**config.mk**
```make
export PLATFORM = sky130hd
export DESIGN_NAME = rmq_sqrt
export DESIGN_NICKNAME = d
export VERILOG_FILES = /design/src/rtl/core/rmq_pkg.sv /design/src/rtl/core/rmq_sqrt.sv
export SDC_FILE = /design/constraint.sdc
export NUM_CORES = 2
export LEC_CHECK = 0
export ABC_CLOCK_PERIOD_IN_PS = 5200
export BUFFER_PORTS_ARGS = -buffer_cell sky130_fd_sc_hd__buf_2
export CORE_MARGIN = 10
export CORE_UTILIZATION = 60
export CTS_BUF_LIST = sky130_fd_sc_hd__clkbuf_8
export DETAILED_ROUTE_END_ITERATION = 8
export PLACE_DENSITY = 0.75
export REMOVE_ABC_BUFFERS = 1
export SLEW_MARGIN = 5
export SYNTH_ARGS = -nofsm -noshare
export SYNTH_HDL_FRONTEND = slang
export SYNTH_SLANG_ARGS = --single-unit
```
**constraint.sdc**
```tcl
create_clock -name i_clk -period 5.2 [get_ports i_clk]
set_clock_uncertainty 0.2 [all_clocks]
set_input_delay 1.04 -clock i_clk [delete_from_list [all_inputs] [get_ports i_clk]]
set_output_delay 1.04 -clock i_clk [all_outputs]
set_load 0.01 [all_outputs]
```
**src/rtl/core/rmq_pkg.sv**
```systemverilog
// Shared types and constants for the rotation matrix to quaternion pipeline.
package rmq_pkg;

    localparam int FRAC_BITS = 16;
    localparam int EW        = 18;
    localparam int NELEM     = 9;
    localparam int RW        = EW + 3;
    localparam int RTW       = 18;
    localparam int VW        = 2 * RTW;
    localparam int DW        = EW + 1;
    localparam int NW        = 36;
    localparam int QB        = 27;
    localparam int NLANE     = 3;

    typedef enum logic [1:0] {
        SEL_W = 2'd0,
        SEL_X = 2'd1,
        SEL_Y = 2'd2,
        SEL_Z = 2'd3
    } t_sel;

    typedef struct packed {
        t_sel                 sel;
        logic                 bad;
        logic signed [DW-1:0] d0;
        logic signed [DW-1:0] d1;
        logic signed [DW-1:0] d2;
    } t_ctx;

endpackage

```
**src/rtl/core/rmq_sqrt.sv**
```systemverilog
// Pipelined integer square root, one result bit per stage.
module rmq_sqrt (
    input  logic                    i_clk,
    input  logic                    i_rst_n,
    input  logic                    i_en,
    input  logic                    i_valid,
    input  logic [rmq_pkg::VW-1:0]  i_v,
    input  rmq_pkg::t_ctx           i_ctx,
    output logic                    o_valid,
    output logic [rmq_pkg::RTW-1:0] o_root,
    output rmq_pkg::t_ctx           o_ctx
);

    localparam int RMW = rmq_pkg::RTW + 2;

    logic                    r_vld  [0:rmq_pkg::RTW-1];
    logic [rmq_pkg::VW-1:0]  r_v    [0:rmq_pkg::RTW-1];
    logic [RMW-1:0]          r_rem  [0:rmq_pkg::RTW-1];
    logic [rmq_pkg::RTW-1:0] r_root [0:rmq_pkg::RTW-1];
    rmq_pkg::t_ctx           r_ctx  [0:rmq_pkg::RTW-1];
    logic                    n_vld  [0:rmq_pkg::RTW-1];
    logic [rmq_pkg::VW-1:0]  n_v    [0:rmq_pkg::RTW-1];
    logic [RMW-1:0]          n_rem  [0:rmq_pkg::RTW-1];
    logic [rmq_pkg::RTW-1:0] n_root [0:rmq_pkg::RTW-1];
    rmq_pkg::t_ctx           n_ctx  [0:rmq_pkg::RTW-1];

    always_comb begin
        logic [rmq_pkg::VW-1:0]  pv;
        logic [RMW-1:0]          prem;
        logic [rmq_pkg::RTW-1:0] proot;
        logic [RMW-1:0]          cat;
        logic [RMW-1:0]          trial;
        for (int k = 0; k < rmq_pkg::RTW; k++) begin
            if (k == 0) begin
                pv       = i_v;
                prem     = '0;
                proot    = '0;
                n_vld[k] = i_valid;
                n_ctx[k] = i_ctx;
            end else begin
                pv       = r_v[k-1];
                prem     = r_rem[k-1];
                proot    = r_root[k-1];
                n_vld[k] = r_vld[k-1];
                n_ctx[k] = r_ctx[k-1];
            end
            cat   = {prem[RMW-3:0], pv[rmq_pkg::VW-1 -: 2]};
            trial = {proot, 2'b01};
            n_v[k] = {pv[rmq_pkg::VW-3:0], 2'b00};
            if (cat >= trial) begin
                n_rem[k]  = cat - trial;
                n_root[k] = {proot[rmq_pkg::RTW-2:0], 1'b1};
            end else begin
                n_rem[k]  = cat;
                n_root[k] = {proot[rmq_pkg::RTW-2:0], 1'b0};
            end
        end
    end

    always_ff @(posedge i_clk) begin
        if (!i_rst_n) begin
            for (int k = 0; k < rmq_pkg::RTW; k++) r_vld[k] <= 1'b0;
        end else if (i_en) begin
            for (int k = 0; k < rmq_pkg::RTW; k++) r_vld[k] <= n_vld[k];
        end
    end

    always_ff @(posedge i_clk) begin
        if (i_en) begin
            for (int k = 0; k < rmq_pkg::RTW; k++) begin
                r_v[k]    <= n_v[k];
                r_rem[k]  <= n_rem[k];
                r_root[k] <= n_root[k];
                r_ctx[k]  <= n_ctx[k];
            end
        end
    end

    assign o_valid = r_vld[rmq_pkg::RTW-1];
    assign o_root  = r_root[rmq_pkg::RTW-1];
    assign o_ctx   = r_ctx[rmq_pkg::RTW-1];

endmodule

```
==> flow_summary.toml <==
[routing]
ant_nets = 0
drt_iter0_drc = 1877
num_vias = 31600
first_pass_iters = 5
finalWirelength_mm = 96.6
viasPerCell = 5.27
drc_errors = 0
routedWlPerCell_um = 16.1

[outcome]
status = "finished, final reports clean"

[synthesis]
synthFlopType = "edfxtp_1"
synth_seq_cells = 1861
syn-cell-area_sq_um = 68100
synth_area_leader_cell = "edfxtp_1"
synth.distinct_cells = 78
ys_warn_count = 0
synth_edf_count = 1844
post-synth-top-count-cell = "edfxtp_1"
yosys-top-cells-count = "1,844 x edfxtp_1, 220 x inv_1, 190 x ha_1"
yosysTopAreaCellShare_pct = 81.4
ys_seq_area_share_pct = 81.9
async_flop_share_pct = 0
postSynthAreaPerCell_sq_um = 18.2
syn_inst = 3740
synth.area.top_cells = "edfxtp_1 81%, ha_1 3.5%, xnor2_1 1.5%"

[floorplan]
fp.coreArea_sq_um = 112000
start_util_pct = 60.5
rows = 123
dieArea_sq_um = 127000
die_x_um = 357
ios = 179
die_y_um = 357

[timing]
fin_hold_ws_ns = 0.108
finalCriticalPeriod_ns = 3.57
hold_violations = 0
drv_slew = 0
final.period_utilization_pct = 68.6
tns_ns = 0
rsz0062_at_grt = "false"
max_freq_mhz = 280
worst_slew_pin_slew_ns = 1.09
slew_headroom_pct = 25.5
setup_viol = 0

[clock_tree]
cts.clk_slew.worst_paths_ns = 0.06
cts_buffers = 305
clk_latency_ns = 0.93
root_buffer = "clkbuf_8"
cts_sinks = 1861
cts_tree = "yes"
htreeDepth = 5
clock_path_buffers = 4

[worst_setup_path]
cp-start-kind = "register"
path_delay_family = "compound AO/OA/AOI/OAI gates"
required_ns = 5.60
critical_path.cell_chain = "ha_1 -> a211oi_1 -> nor2_1 -> nor3_1 -> o221ai_1 -> a211oi_1 -> a21oi_1 -> buf_4 -> mux2_1"
crit_slowest_cell = "nor3_1"
arrival_ns = 3.97
path_buf_inv = 1
path_class = "register to register"
crit_fanout = 18
critPathMostFrequentCell = "a211oi_1"
slowest_delay_ns = 0.45
worst_setup_path_end_kind = "register"

[run]
drv_cap = 0

[placement]
routabilityCongestion = 0.931
portBuffers = 178
dp_hpwl_mm = 59.6

[layout]
fillCellCount = 7094
multi_input_area_sq_um = 11300
nNetsFinal = 4587
drive_above_1_share_pct = 14.2
area_delta_synth_final_pct = 13.5
regArea_sq_um = 55700

[global_route]
globalRouteMet1Util_pct = 17.2
antenna_found_initial = 2
met2_usage_pct = 26.5
grt_max_degree = 131
grt_pass1_vias = 32500
grtUsageTotal_pct = 15.1
grt.busiest_layer = "met2"
grtUsageMet3_pct = 4.04
grt_pass1_wl_mm = 157
grt_overflow = 0

[pwr]
ir_worst_vdd_uv = 325
power_density_nw_per_um2 = 422
power.leakage_nw = 28.6

[min_path]
hold_class = "primary input to register"
-- flip-flops by register name, indices dropped and copies added (netlist names) --
signal  flops
r_vld      18
r_ctx    1080
r_root    171
r_v       306
r_rem     286
-- worst paths after layout --
check / start / end / slack [ns] / depth (start not counted)
worst min-delay path: i_ctx[56] / r_ctx[0][56] / 0.11 / 1
worst min register to register: r_ctx[0][58] / r_ctx[1][58] / 0.14 / 0
worst max register to register: r_rem[14][3] / r_rem[15][15] / 1.63 / 9
worst max-delay path: r_rem[14][3] / r_rem[15][15] / 1.63 / 9
-- power by group --
part,switching (W),internal [W],total [W]
Clock,0.00518,0.00584,0.0110
Sequential,0.000486,0.0180,0.0185
Combinational,0.00174,0.00133,0.00307
Total,0.00741,0.0252,0.0326
-- worst reg2reg max path, cell delays in order, from the launching register on --
cell,delay [ns]
edfxtp_1,0.40
ha_1,0.39
a211oi_1,0.36
nor2_1,0.08
nor3_1,0.45
o221ai_1,0.33
a211oi_1,0.38
a21oi_1,0.07
buf_4,0.25
mux2_1,0.33
-- cells in the final DEF, fill, tap and decap left out, drive strengths merged, types with 13 or more instances in the layout --
cell type	count
o21a	34
nand2	149
edfxtp	1844
o21ai	127
ha	190
mux2	56
a21oi	163
nand3	40
nand4	28
o211ai	13
a21o	36
or3	26
nand2b	31
a31oi	14
xnor2	116
nor2	163
buf	236
inv	322
dfxtp	17
clkinv	95
clkbuf	312
nor3	66
dlygate4sd3	52
xor2	92
nor4	22
a211oi	24
mux2i	25
nor2b	41
or4	17
-- cell type report --
| type | count | share of cell area (%) |
|---|---|---|
| clock inverter | 199 | 1.31 |
| multi-input combinational | 1613 | 14.7 |
| clock buffer | 312 | 5.56 |
| inverter | 228 | 1.11 |
| antenna | 6 | 0.0194 |
| sequential | 1861 | 72.1 |
| tap | 1500 | 2.43 |
| timing repair buffer | 288 | 2.75 |
-- metal layers --
metal,up-vias,routed length (um),part of all wire (%)
met3,244,4650,4.8
met4,0,3200,3.3
met5,-,0,0
li1,15500,-,-
met1,15200,38100,40
met2,709,50600,52
-- per-stage QoR --
| step | area, sq um | setup WS [ns] | std cells | total power (W) | utilization (%) |
|---|---|---|---|---|---|
| 3_3_place_gp | 71400 | 1.76 | 5438 | 0.0216 | 63.5 |
| 4_1_cts | 77200 | 1.65 | 6001 | 0.0330 | 68.6 |
| 5_1_grt | 77200 | 1.24 | 6003 | 0.0342 | 68.6 |
| 6_report | 77200 | 1.63 | 6007 | 0.0326 | 68.7 |
| 3_5_place_dp | 71400 | 1.67 | 5438 | 0.0218 | 63.5 |
| 2_1_floorplan | 67900 | 1.25 | 3702 | 0.0207 | - |
-- cell families after synthesis --
group                    after synthesis  share of synthesized area, %
flip-flops                          1861                          81.9
AND/OR/NAND/NOR                      632                          4.60
AO/OA/AOI/OAI                        501                          4.59
buffers and inverters                266                          1.48
XOR/XNOR                             208                          2.68
adder cells (fa/ha/maj)              190                          3.49
multiplexers                          81                          1.29
other                                  1                       0.00551
-- what timing repair did --
| item | CTS | global route |
|---|---|---|
| resized for setup | 0 | 0 |
| hold buffers | 52 | 0 |
| buffers inserted | 0 | 0 |
| hold endpoints to repair | 52 | 0 |
No activity file was read; power rests on OpenSTA's default activity.
