--- src/rtl/core/rmq_pkg.sv ---
// Shared types and constants for the rotation matrix to quaternion pipeline.
package rmq_pkg;

    localparam int FRAC_BITS = 16;
    localparam int EW        = 18;
    localparam int NELEM     = 9;
    localparam int RW        = EW + 3;
    localparam int RTW       = 18;
    localparam int VW        = 2 * RTW;
    localparam int DW        = EW + 1;
    localparam int NW        = 36;
    localparam int QB        = 27;
    localparam int NLANE     = 3;

    typedef enum logic [1:0] {
        SEL_W = 2'd0,
        SEL_X = 2'd1,
        SEL_Y = 2'd2,
        SEL_Z = 2'd3
    } t_sel;

    typedef struct packed {
        t_sel                 sel;
        logic                 bad;
        logic signed [DW-1:0] d0;
        logic signed [DW-1:0] d1;
        logic signed [DW-1:0] d2;
    } t_ctx;

endpackage

--- src/rtl/core/rmq_prep.sv ---
// Input stage: trace, branch select, radicand and off-diagonal sums and differences.
module rmq_prep (
    input  logic                                   i_clk,
    input  logic                                   i_rst_n,
    input  logic                                   i_en,
    input  logic                                   i_valid,
    input  logic [rmq_pkg::NELEM*rmq_pkg::EW-1:0]  i_data,
    output logic                                   o_valid,
    output logic [rmq_pkg::VW-1:0]                 o_v,
    output rmq_pkg::t_ctx                          o_ctx
);

    logic signed [rmq_pkg::DW-1:0] a [0:rmq_pkg::NELEM-1];
    logic signed [rmq_pkg::RW-1:0] w [0:rmq_pkg::NELEM-1];
    logic signed [rmq_pkg::RW-1:0] trace;
    logic signed [rmq_pkg::RW-1:0] rad;
    logic signed [rmq_pkg::RW-1:0] one;
    rmq_pkg::t_ctx                 ctx;
    logic [rmq_pkg::VW-1:0]        v;
    logic                          r_valid;
    logic [rmq_pkg::VW-1:0]        r_v;
    rmq_pkg::t_ctx                 r_ctx;

    always_comb begin
        for (int k = 0; k < rmq_pkg::NELEM; k++) begin
            a[k] = rmq_pkg::DW'($signed(i_data[k*rmq_pkg::EW +: rmq_pkg::EW]));
            w[k] = rmq_pkg::RW'($signed(i_data[k*rmq_pkg::EW +: rmq_pkg::EW]));
        end
        one   = rmq_pkg::RW'(1 << rmq_pkg::FRAC_BITS);
        trace = w[0] + w[4] + w[8];
        ctx   = '0;
        if (trace > 0) begin
            ctx.sel = rmq_pkg::SEL_W;
            rad     = one + trace;
            ctx.d0  = a[7] - a[5];
            ctx.d1  = a[2] - a[6];
            ctx.d2  = a[3] - a[1];
        end else if (a[0] > a[4] && a[0] > a[8]) begin
            ctx.sel = rmq_pkg::SEL_X;
            rad     = one + w[0] - w[4] - w[8];
            ctx.d0  = a[7] - a[5];
            ctx.d1  = a[1] + a[3];
            ctx.d2  = a[2] + a[6];
        end else if (a[4] > a[8]) begin
            ctx.sel = rmq_pkg::SEL_Y;
            rad     = one + w[4] - w[0] - w[8];
            ctx.d0  = a[2] - a[6];
            ctx.d1  = a[1] + a[3];
            ctx.d2  = a[5] + a[7];
        end else begin
            ctx.sel = rmq_pkg::SEL_Z;
            rad     = one + w[8] - w[0] - w[4];
            ctx.d0  = a[3] - a[1];
            ctx.d1  = a[2] + a[6];
            ctx.d2  = a[5] + a[7];
        end
        ctx.bad = (rad <= 0);
        v = ctx.bad ? '0
                    : rmq_pkg::VW'({rad[rmq_pkg::RW-2:0], {rmq_pkg::FRAC_BITS{1'b0}}});
    end

    always_ff @(posedge i_clk) begin
        if (!i_rst_n) begin
            r_valid <= 1'b0;
        end else if (i_en) begin
            r_valid <= i_valid;
        end
    end

    always_ff @(posedge i_clk) begin
        if (i_en) begin
            r_v   <= v;
            r_ctx <= ctx;
        end
    end

    assign o_valid = r_valid;
    assign o_v     = r_v;
    assign o_ctx   = r_ctx;

endmodule

--- config.mk ---
export PLATFORM = sky130hd
export DESIGN_NAME = rmq_prep
export DESIGN_NICKNAME = d
export VERILOG_FILES = /design/src/rtl/core/rmq_pkg.sv /design/src/rtl/core/rmq_prep.sv
export SDC_FILE = /design/constraint.sdc
export NUM_CORES = 1
export LEC_CHECK = 0
export ABC_AREA = 1
export BUFFER_PORTS_ARGS = -buffer_cell sky130_fd_sc_hd__buf_4
export CORE_ASPECT_RATIO = 0.5
export CORE_MARGIN = 2
export CORE_UTILIZATION = 45
export CTS_CLUSTER_DIAMETER = 40
export DETAILED_ROUTE_END_ITERATION = 10
export PLACE_DENSITY = 0.7
export SETUP_SLACK_MARGIN = 0.05
export SYNTH_ARGS = -nofsm -noshare
export SYNTH_HDL_FRONTEND = slang
export SYNTH_SLANG_ARGS = --single-unit
--- constraint.sdc ---
create_clock -name i_clk -period 9.9 [get_ports i_clk]
set_clock_uncertainty 0.05 [all_clocks]
set_input_delay 1.98 -clock i_clk [delete_from_list [all_inputs] [get_ports i_clk]]
set_output_delay 1.98 -clock i_clk [all_outputs]
set_load 0.005 [all_outputs]
==> flow_metrics.py, run 1 <==
metrics = {
    "setup_path": {
        "crit_type": "in -> reg",
        "start_kind": "input port",
        "cpMostUsedCell": "nor2_1",
        "cp-end-kind": "flop",
        "cp.required_ns": 9.96,
        "regToRegStartpoint": "o_valid",
        "crit_arrival_ns": 7.35,
        "r2r_setup_slack_ns": 9.18,
        "reg2reg_to": "o_valid",
        "path_max_fanout": 24,
        "cp_slowest_stage_delay_ns": 0.64,
        "cp_slowest_cell": "nor2_1",
        "cp-startpoint": "i_data[0]",
        "ff2ff_path_depth": 2,
    },
    "timing": {
        "finalCritPeriodShare_pct": 73.7,
        "fin_tns_setup_ns": 0,
        "drv_slew": 0,
        "hold_violations": 0,
        "max_clock_freq_mhz": 137,
        "rsz0062_at_grt": "false",
        "layout_min_cycle_time_ns": 7.29,
        "finalSetupViolCount": 0,
        "timing.hold.ws_ns": 0.491,
        "slew_headroom_pct": 25.7,
        "tightest_slew_ns": 1.11,
    },
    "clock_tree": {
        "cts_post_setup_buffers_inserted": 0,
        "cts_made_buffers": 9,
        "clock_latency_ns": 0.35,
        "cts_tree": "done",
        "cts-root-buf": "clkbuf_16",
        "cts.sinks": 81,
        "h-tree-depth": 3,
        "ctsHoldBuffers": 0,
        "clkTransAtPathRegs_ns": 0.06,
        "cts_buffer_depth": 2,
        "cts_resized": 0,
    },
    "synth": {
        "ys_types": 61,
        "yosys_warnings": 0,
        "seq_area_frac_synth_pct": 13.3,
        "synth.avg_cell_area_sq_um": 7.12,
        "synthFlopType": "edfxtp_1",
        "ys_seq_elements": 81,
        "synthCells": 2551,
        "synthArstFlopShare_pct": 0,
        "syn_area_sq_um": 18200,
        "synth_edf_count": 80,
    },
    "route": {
        "routed_wl_um": 59400,
        "first_pass_iters": 6,
        "vias_per_cell": 5.30,
        "routedWlPerCell_um": 18.1,
        "drc": 0,
        "drt-initial-drc-count": 1468,
        "via_count": 17400,
        "ant_nets": 0,
    },
    "power_and_ir_drop": {
        "peakVddDrop_uv": 106,
        "cellLeakagePower_nw": 11.0,
        "finalPower_mw": 3.26,
        "power.density_nw_per_um2": 158,
    },
    "grt": {
        "grt_max_degree": 83,
        "antenna_found_initial": 0,
        "track_usage_pct": 27.8,
        "grt_pass1_wl_um": 91400,
        "grt_pass1_vias": 16800,
        "gr-total-overflow": 0,
    },
    "layout": {
        "diodes": 0,
        "finalNonFillerCells": 3283,
        "nets": 3333,
        "stdcell_area_sq_um": 20600,
        "fillers": 3954,
        "synthToLayoutAreaGrowth_pct": 13.6,
        "drive_gt1_share_pct": 10.8,
    },
    "floorplan": {
        "io_pins": 263,
        "die_w_um": 288,
        "core_sq_um": 39400,
        "die_y_um": 146,
        "start_util_pct": 46.1,
        "die_area_sq_um": 42100,
        "row_count": 51,
    },
    "place": {
        "finalWeightedCongestion": 1.05,
        "place_inst": 3268,
        "dp_hpwl_um": 50900,
        "place_area_sq_um": 20300,
        "io_buffers": 246,
    },
    "job": {
        "maxCapViolations": 0,
    },
    "worst_hold_path": {
        "whs_endpoint": "o_valid",
        "hold_path_class": "reg -> reg",
        "worst_hold_path.num_cells": 2,
        "hp-start": "o_valid",
    },
    "outcome": {
        "status": "finished clean",
    },
}
[layout by cell type, fill, tap and decap left out, drive strengths merged, types with 2 or more instances in the layout]
cell type / instances
a211oi: 2
a21boi: 7
a21o: 7
a21oi: 211
a221oi: 4
a22o: 2
a31oi: 14
and2: 3
and3: 2
buf: 249
bufinv: 2
clkbuf: 10
clkinv: 3
conb: 16
edfxtp: 80
fa: 86
ha: 332
inv: 412
mux2i: 4
nand2: 557
nand3: 119
nand3b: 14
nand4: 30
nor2: 200
nor3: 29
nor4: 9
o2111ai: 2
o211ai: 20
o21ai: 124
o21bai: 18
o221ai: 2
o22ai: 14
o311ai: 2
o31ai: 19
or2: 5
xnor2: 11
xor2: 122
[layer usage]
layer	GRT usage, %	vias to the layer above	wire length (um)
met5	0	-	0
li1	-	8604	-
met3	3.67	76	4040
met1	37.4	8091	26300
met2	46.9	626	27500
met4	7.41	0	1620
[critical path: cells and delay by family]
kind	cells	cell delay, ns
AND/OR/NAND/NOR	18	2.41
adder cells (fa/ha/maj)	4	1.33
buffers and inverters	6	0.81
XOR/XNOR	1	0.42
AO/OA/AOI/OAI	3	0.34
[how the worst max path moves through the flow]
stage	endpoint	slack, ns	cells past startpoint
after global routing	o_ctx[33]	2.13	33
after CTS	o_ctx[37]	2.76	32
after detailed placement	o_ctx[32]	2.41	32
final	o_ctx[37]	2.61	32
after floorplan	o_v[25]	3.74	35
after global placement	o_ctx[37]	2.58	32
[synth_stat cells, types with 6 or more instances]
master    number  area, sq um
a21boi_0       7         52.6
a21o_1         7         52.6
a21oi_1      210         1050
a31oi_1       14         87.6
buf_2         14         70.1
buf_4         17          128
clkbuf_1      39          146
edfxtp_1      80         2400
fa_1          86         1720
ha_1         332         4150
inv_1        406         1520
inv_2          6         22.5
nand2_1      551         2070
nand3_1      114          571
nand3b_1      14          105
nand4_1       30          188
nor2_1       187          702
nor2_2        11         68.8
nor3_1        28          140
nor4_1         8         50.1
o211ai_1      20          150
o21ai_0      119          596
o21bai_1      18          135
o22ai_1       14         87.6
o31ai_1       19          143
xnor2_1       11         96.3
xor2_1       122         1070
[logic make-up (layout without fill, tap and decap cells)]
logic type / after synthesis / count (layout) / share of synthesized area [%]
adders and majority gates: 418 / 418 / 32.3
xor gates and xnor gates: 133 / 133 / 6.41
other: 1 / 16 / 0.0206
AOI/OAI and AO/OA: 455 / 455 / 14.2
and+or+nand+nor: 970 / 970 / 22.7
buffers and inverters: 489 / 676 / 10.8
DFF: 81 / 81 / 13.3
muxes: 4 / 4 / 0.220
[power by group]
part           switching (mW)  internal (mW)  total, mW
combinational            1.44          0.831       2.27
clock                   0.141          0.217      0.358
sequential             0.0671          0.566      0.633
total                    1.65           1.61       3.26
[layout make-up]
type / count / area (sq um) / area share [%]
clock buffer: 10 / 229 / 1.11
inverter: 412 / 1550 / 7.49
sequential: 81 / 2420 / 11.7
clock inverter: 5 / 71.3 / 0.346
timing repair buffer: 249 / 1870 / 9.06
tap: 530 / 663 / 3.21
multi-input combinational: 1996 / 13800 / 67.0
[flip-flops by register name, indices dropped and copies added, names as in the netlist]
signal and cells:
o_ctx 60, o_valid 1, o_v 20
[through the flow]
stage / setup slack (ns) / utilization (%)
after floorplan: 3.74 / -
after global placement: 2.58 / 51.6
after detailed placement: 2.41 / 51.6
after CTS: 2.76 / 52.4
after global routing: 2.13 / 52.4
final: 2.61 / 52.4
No activity file was read; power rests on OpenSTA's default activity.
==> run 2: changes to the inputs <==
Settings changed: PLACE_DENSITY 0.7 to 0.73.
Clock period 9.9 ns to 6.4 ns, I/O delays scaled along.
==> run 2 against run 1 <==
Effect of this change: sequential share of layout area decreased by 0.064 points; worst hold slack about the same; via count decreased by 0.62%; power increased by 55%; critical endpoint is now o_ctx[21].
==> flow_metrics.py, run 2 (synthesis results as in run 1) <==
metrics = {
    "outcome": {
        "status": "finished clean",
    },
    "layout": {
        "finalNonFillerCells": 3295,
        "regArea_sq_um": 2420,
        "final_common_cell": "nand2_1",
        "stdcell_area_sq_um": 20700,
        "drive_gt1_share_pct": 11.3,
        "nets": 3344,
        "layout_common_cells": "nand2_1, inv_1, ha_1, buf_4, a21oi_1",
        "multiInputGateArea_sq_um": 13800,
        "largest_register_ffs": 60,
        "diodes": 0,
        "synthToLayoutAreaGrowth_pct": 14.2,
        "fillers": 3856,
    },
    "setup_path": {
        "ff2ff_path_depth": 2,
        "worst-path-stages": 25,
        "cp.required_ns": 6.45,
        "cp_slowest_cell": "fa_1",
        "cpLargestDelayFamily": "simple AND/OR/NAND/NOR gates",
        "r2r_setup_slack_ns": 5.68,
        "cp_slowest_stage_delay_ns": 0.45,
        "start_kind": "input port",
        "path_max_fanout": 12,
        "crit_type": "in -> reg",
        "regToRegStartpoint": "o_valid",
        "cp-end-kind": "flop",
        "crit_arrival_ns": 5.86,
        "critPathBufInv": 5,
        "reg2reg_to": "o_valid",
    },
    "route": {
        "routedWlPerCell_um": 17.4,
        "routed_wl_um": 57400,
        "drt-initial-drc-count": 1493,
        "vias_per_cell": 5.25,
        "drc": 0,
        "via_count": 17300,
        "ant_nets": 0,
        "first_pass_iters": 6,
    },
    "power_and_ir_drop": {
        "power.density_nw_per_um2": 243,
        "finalPower_mw": 5.05,
        "cellLeakagePower_nw": 11.1,
        "peakVddDrop_uv": 165,
    },
    "floorplan": {
        "io_pins": 263,
        "row_count": 51,
        "start_util_pct": 46.1,
        "die_area_sq_um": 42100,
        "core_sq_um": 39400,
        "die_y_um": 146,
        "die_w_um": 288,
    },
    "place": {
        "finalWeightedCongestion": 0.995,
        "place_inst": 3279,
        "io_buffers": 246,
        "place_area_sq_um": 20400,
        "dp_hpwl_um": 49300,
    },
    "worst_hold_path": {
        "hold_path_class": "reg -> reg",
        "worst_hold_path.num_cells": 2,
        "whs_endpoint": "o_valid",
        "hp-start": "o_valid",
    },
    "clock_tree": {
        "clock_latency_ns": 0.36,
        "h-tree-depth": 3,
        "ctsHoldBuffers": 0,
        "cts-root-buf": "clkbuf_16",
        "cts.sinks": 81,
        "cts_buffer_depth": 2,
        "cts_made_buffers": 9,
        "cts_resized": 0,
        "cts_post_setup_buffers_inserted": 0,
        "clkTransAtPathRegs_ns": 0.07,
        "cts_tree": "done",
    },
    "grt": {
        "grt_pass1_wl_um": 89200,
        "grt_pass1_vias": 16700,
        "gr-total-overflow": 0,
        "grt_max_degree": 83,
        "antenna_found_initial": 0,
        "track_usage_pct": 26.8,
    },
    "timing": {
        "tightest_slew_ns": 1.13,
        "finalCritPeriodShare_pct": 90.8,
        "rsz0062_at_grt": "false",
        "drv_slew": 0,
        "hold_violations": 0,
        "max_clock_freq_mhz": 172,
        "fin_tns_setup_ns": 0,
        "layout_min_cycle_time_ns": 5.81,
        "timing.hold.ws_ns": 0.492,
        "slew_headroom_pct": 24.9,
        "finalSetupViolCount": 0,
    },
    "job": {
        "maxCapViolations": 0,
    },
}
-- run 2: cell types whose count changed in the layout (fill, tap and decap cells not counted), sizes merged --
cell	before	now
inv	412	413
clkinvlp	0	1
buf	249	260
clkinv	3	2
-- run 2: worst reg2reg max path, stage by stage (launching register included) --
cell,delay (ns)
dfxtp_1,0.31
o21ai_0,0.15
a21oi_1,0.06
-- run 2: report_power, final --
| group | internal (mW) | switching (mW) |
|---|---|---|
| Clock | 0.344 | 0.236 |
| Sequential | 0.876 | 0.108 |
| Combinational | 1.31 | 2.17 |
| Total | 2.53 | 2.51 |
-- run 2: worst max-delay path by stage --
stage	slack [ns]	start	to
detailed placement	0.21	i_data[0]	o_v[17]
global placement	0.33	i_data[0]	o_ctx[21]
global route	0.11	i_data[0]	o_v[21]
CTS	0.59	i_data[0]	o_v[17]
finish	0.59	i_data[155]	o_ctx[21]
floorplan	0.94	i_data[0]	o_v[26]
-- run 2: layer usage --
metal	vias to the layer above	routed length, um	track usage [%]
li1	8640	-	-
met3	85	3440	2.63
met5	-	0	0
met1	8008	25000	34.9
met2	557	27400	47.1
met4	0	1590	7.31
-- run 2: layout make-up --
| cell class | count | share of cell area, % |
|---|---|---|
| clock inverters | 6 | 0.434 |
| repair buffers | 260 | 9.47 |
| inverters | 412 | 7.45 |
| clock buffers | 10 | 1.10 |
| multi-input cells | 1996 | 66.7 |
| well taps | 530 | 3.20 |
| flip-flops and latches | 81 | 11.7 |
-- run 2: through the flow --
stage / util, % / worst slack (ns)
2_1_floorplan: - / 0.944
3_3_place_gp: 51.9 / 0.329
3_5_place_dp: 51.9 / 0.206
4_1_cts: 52.7 / 0.587
5_1_grt: 52.7 / 0.107
6_report: 52.7 / 0.590
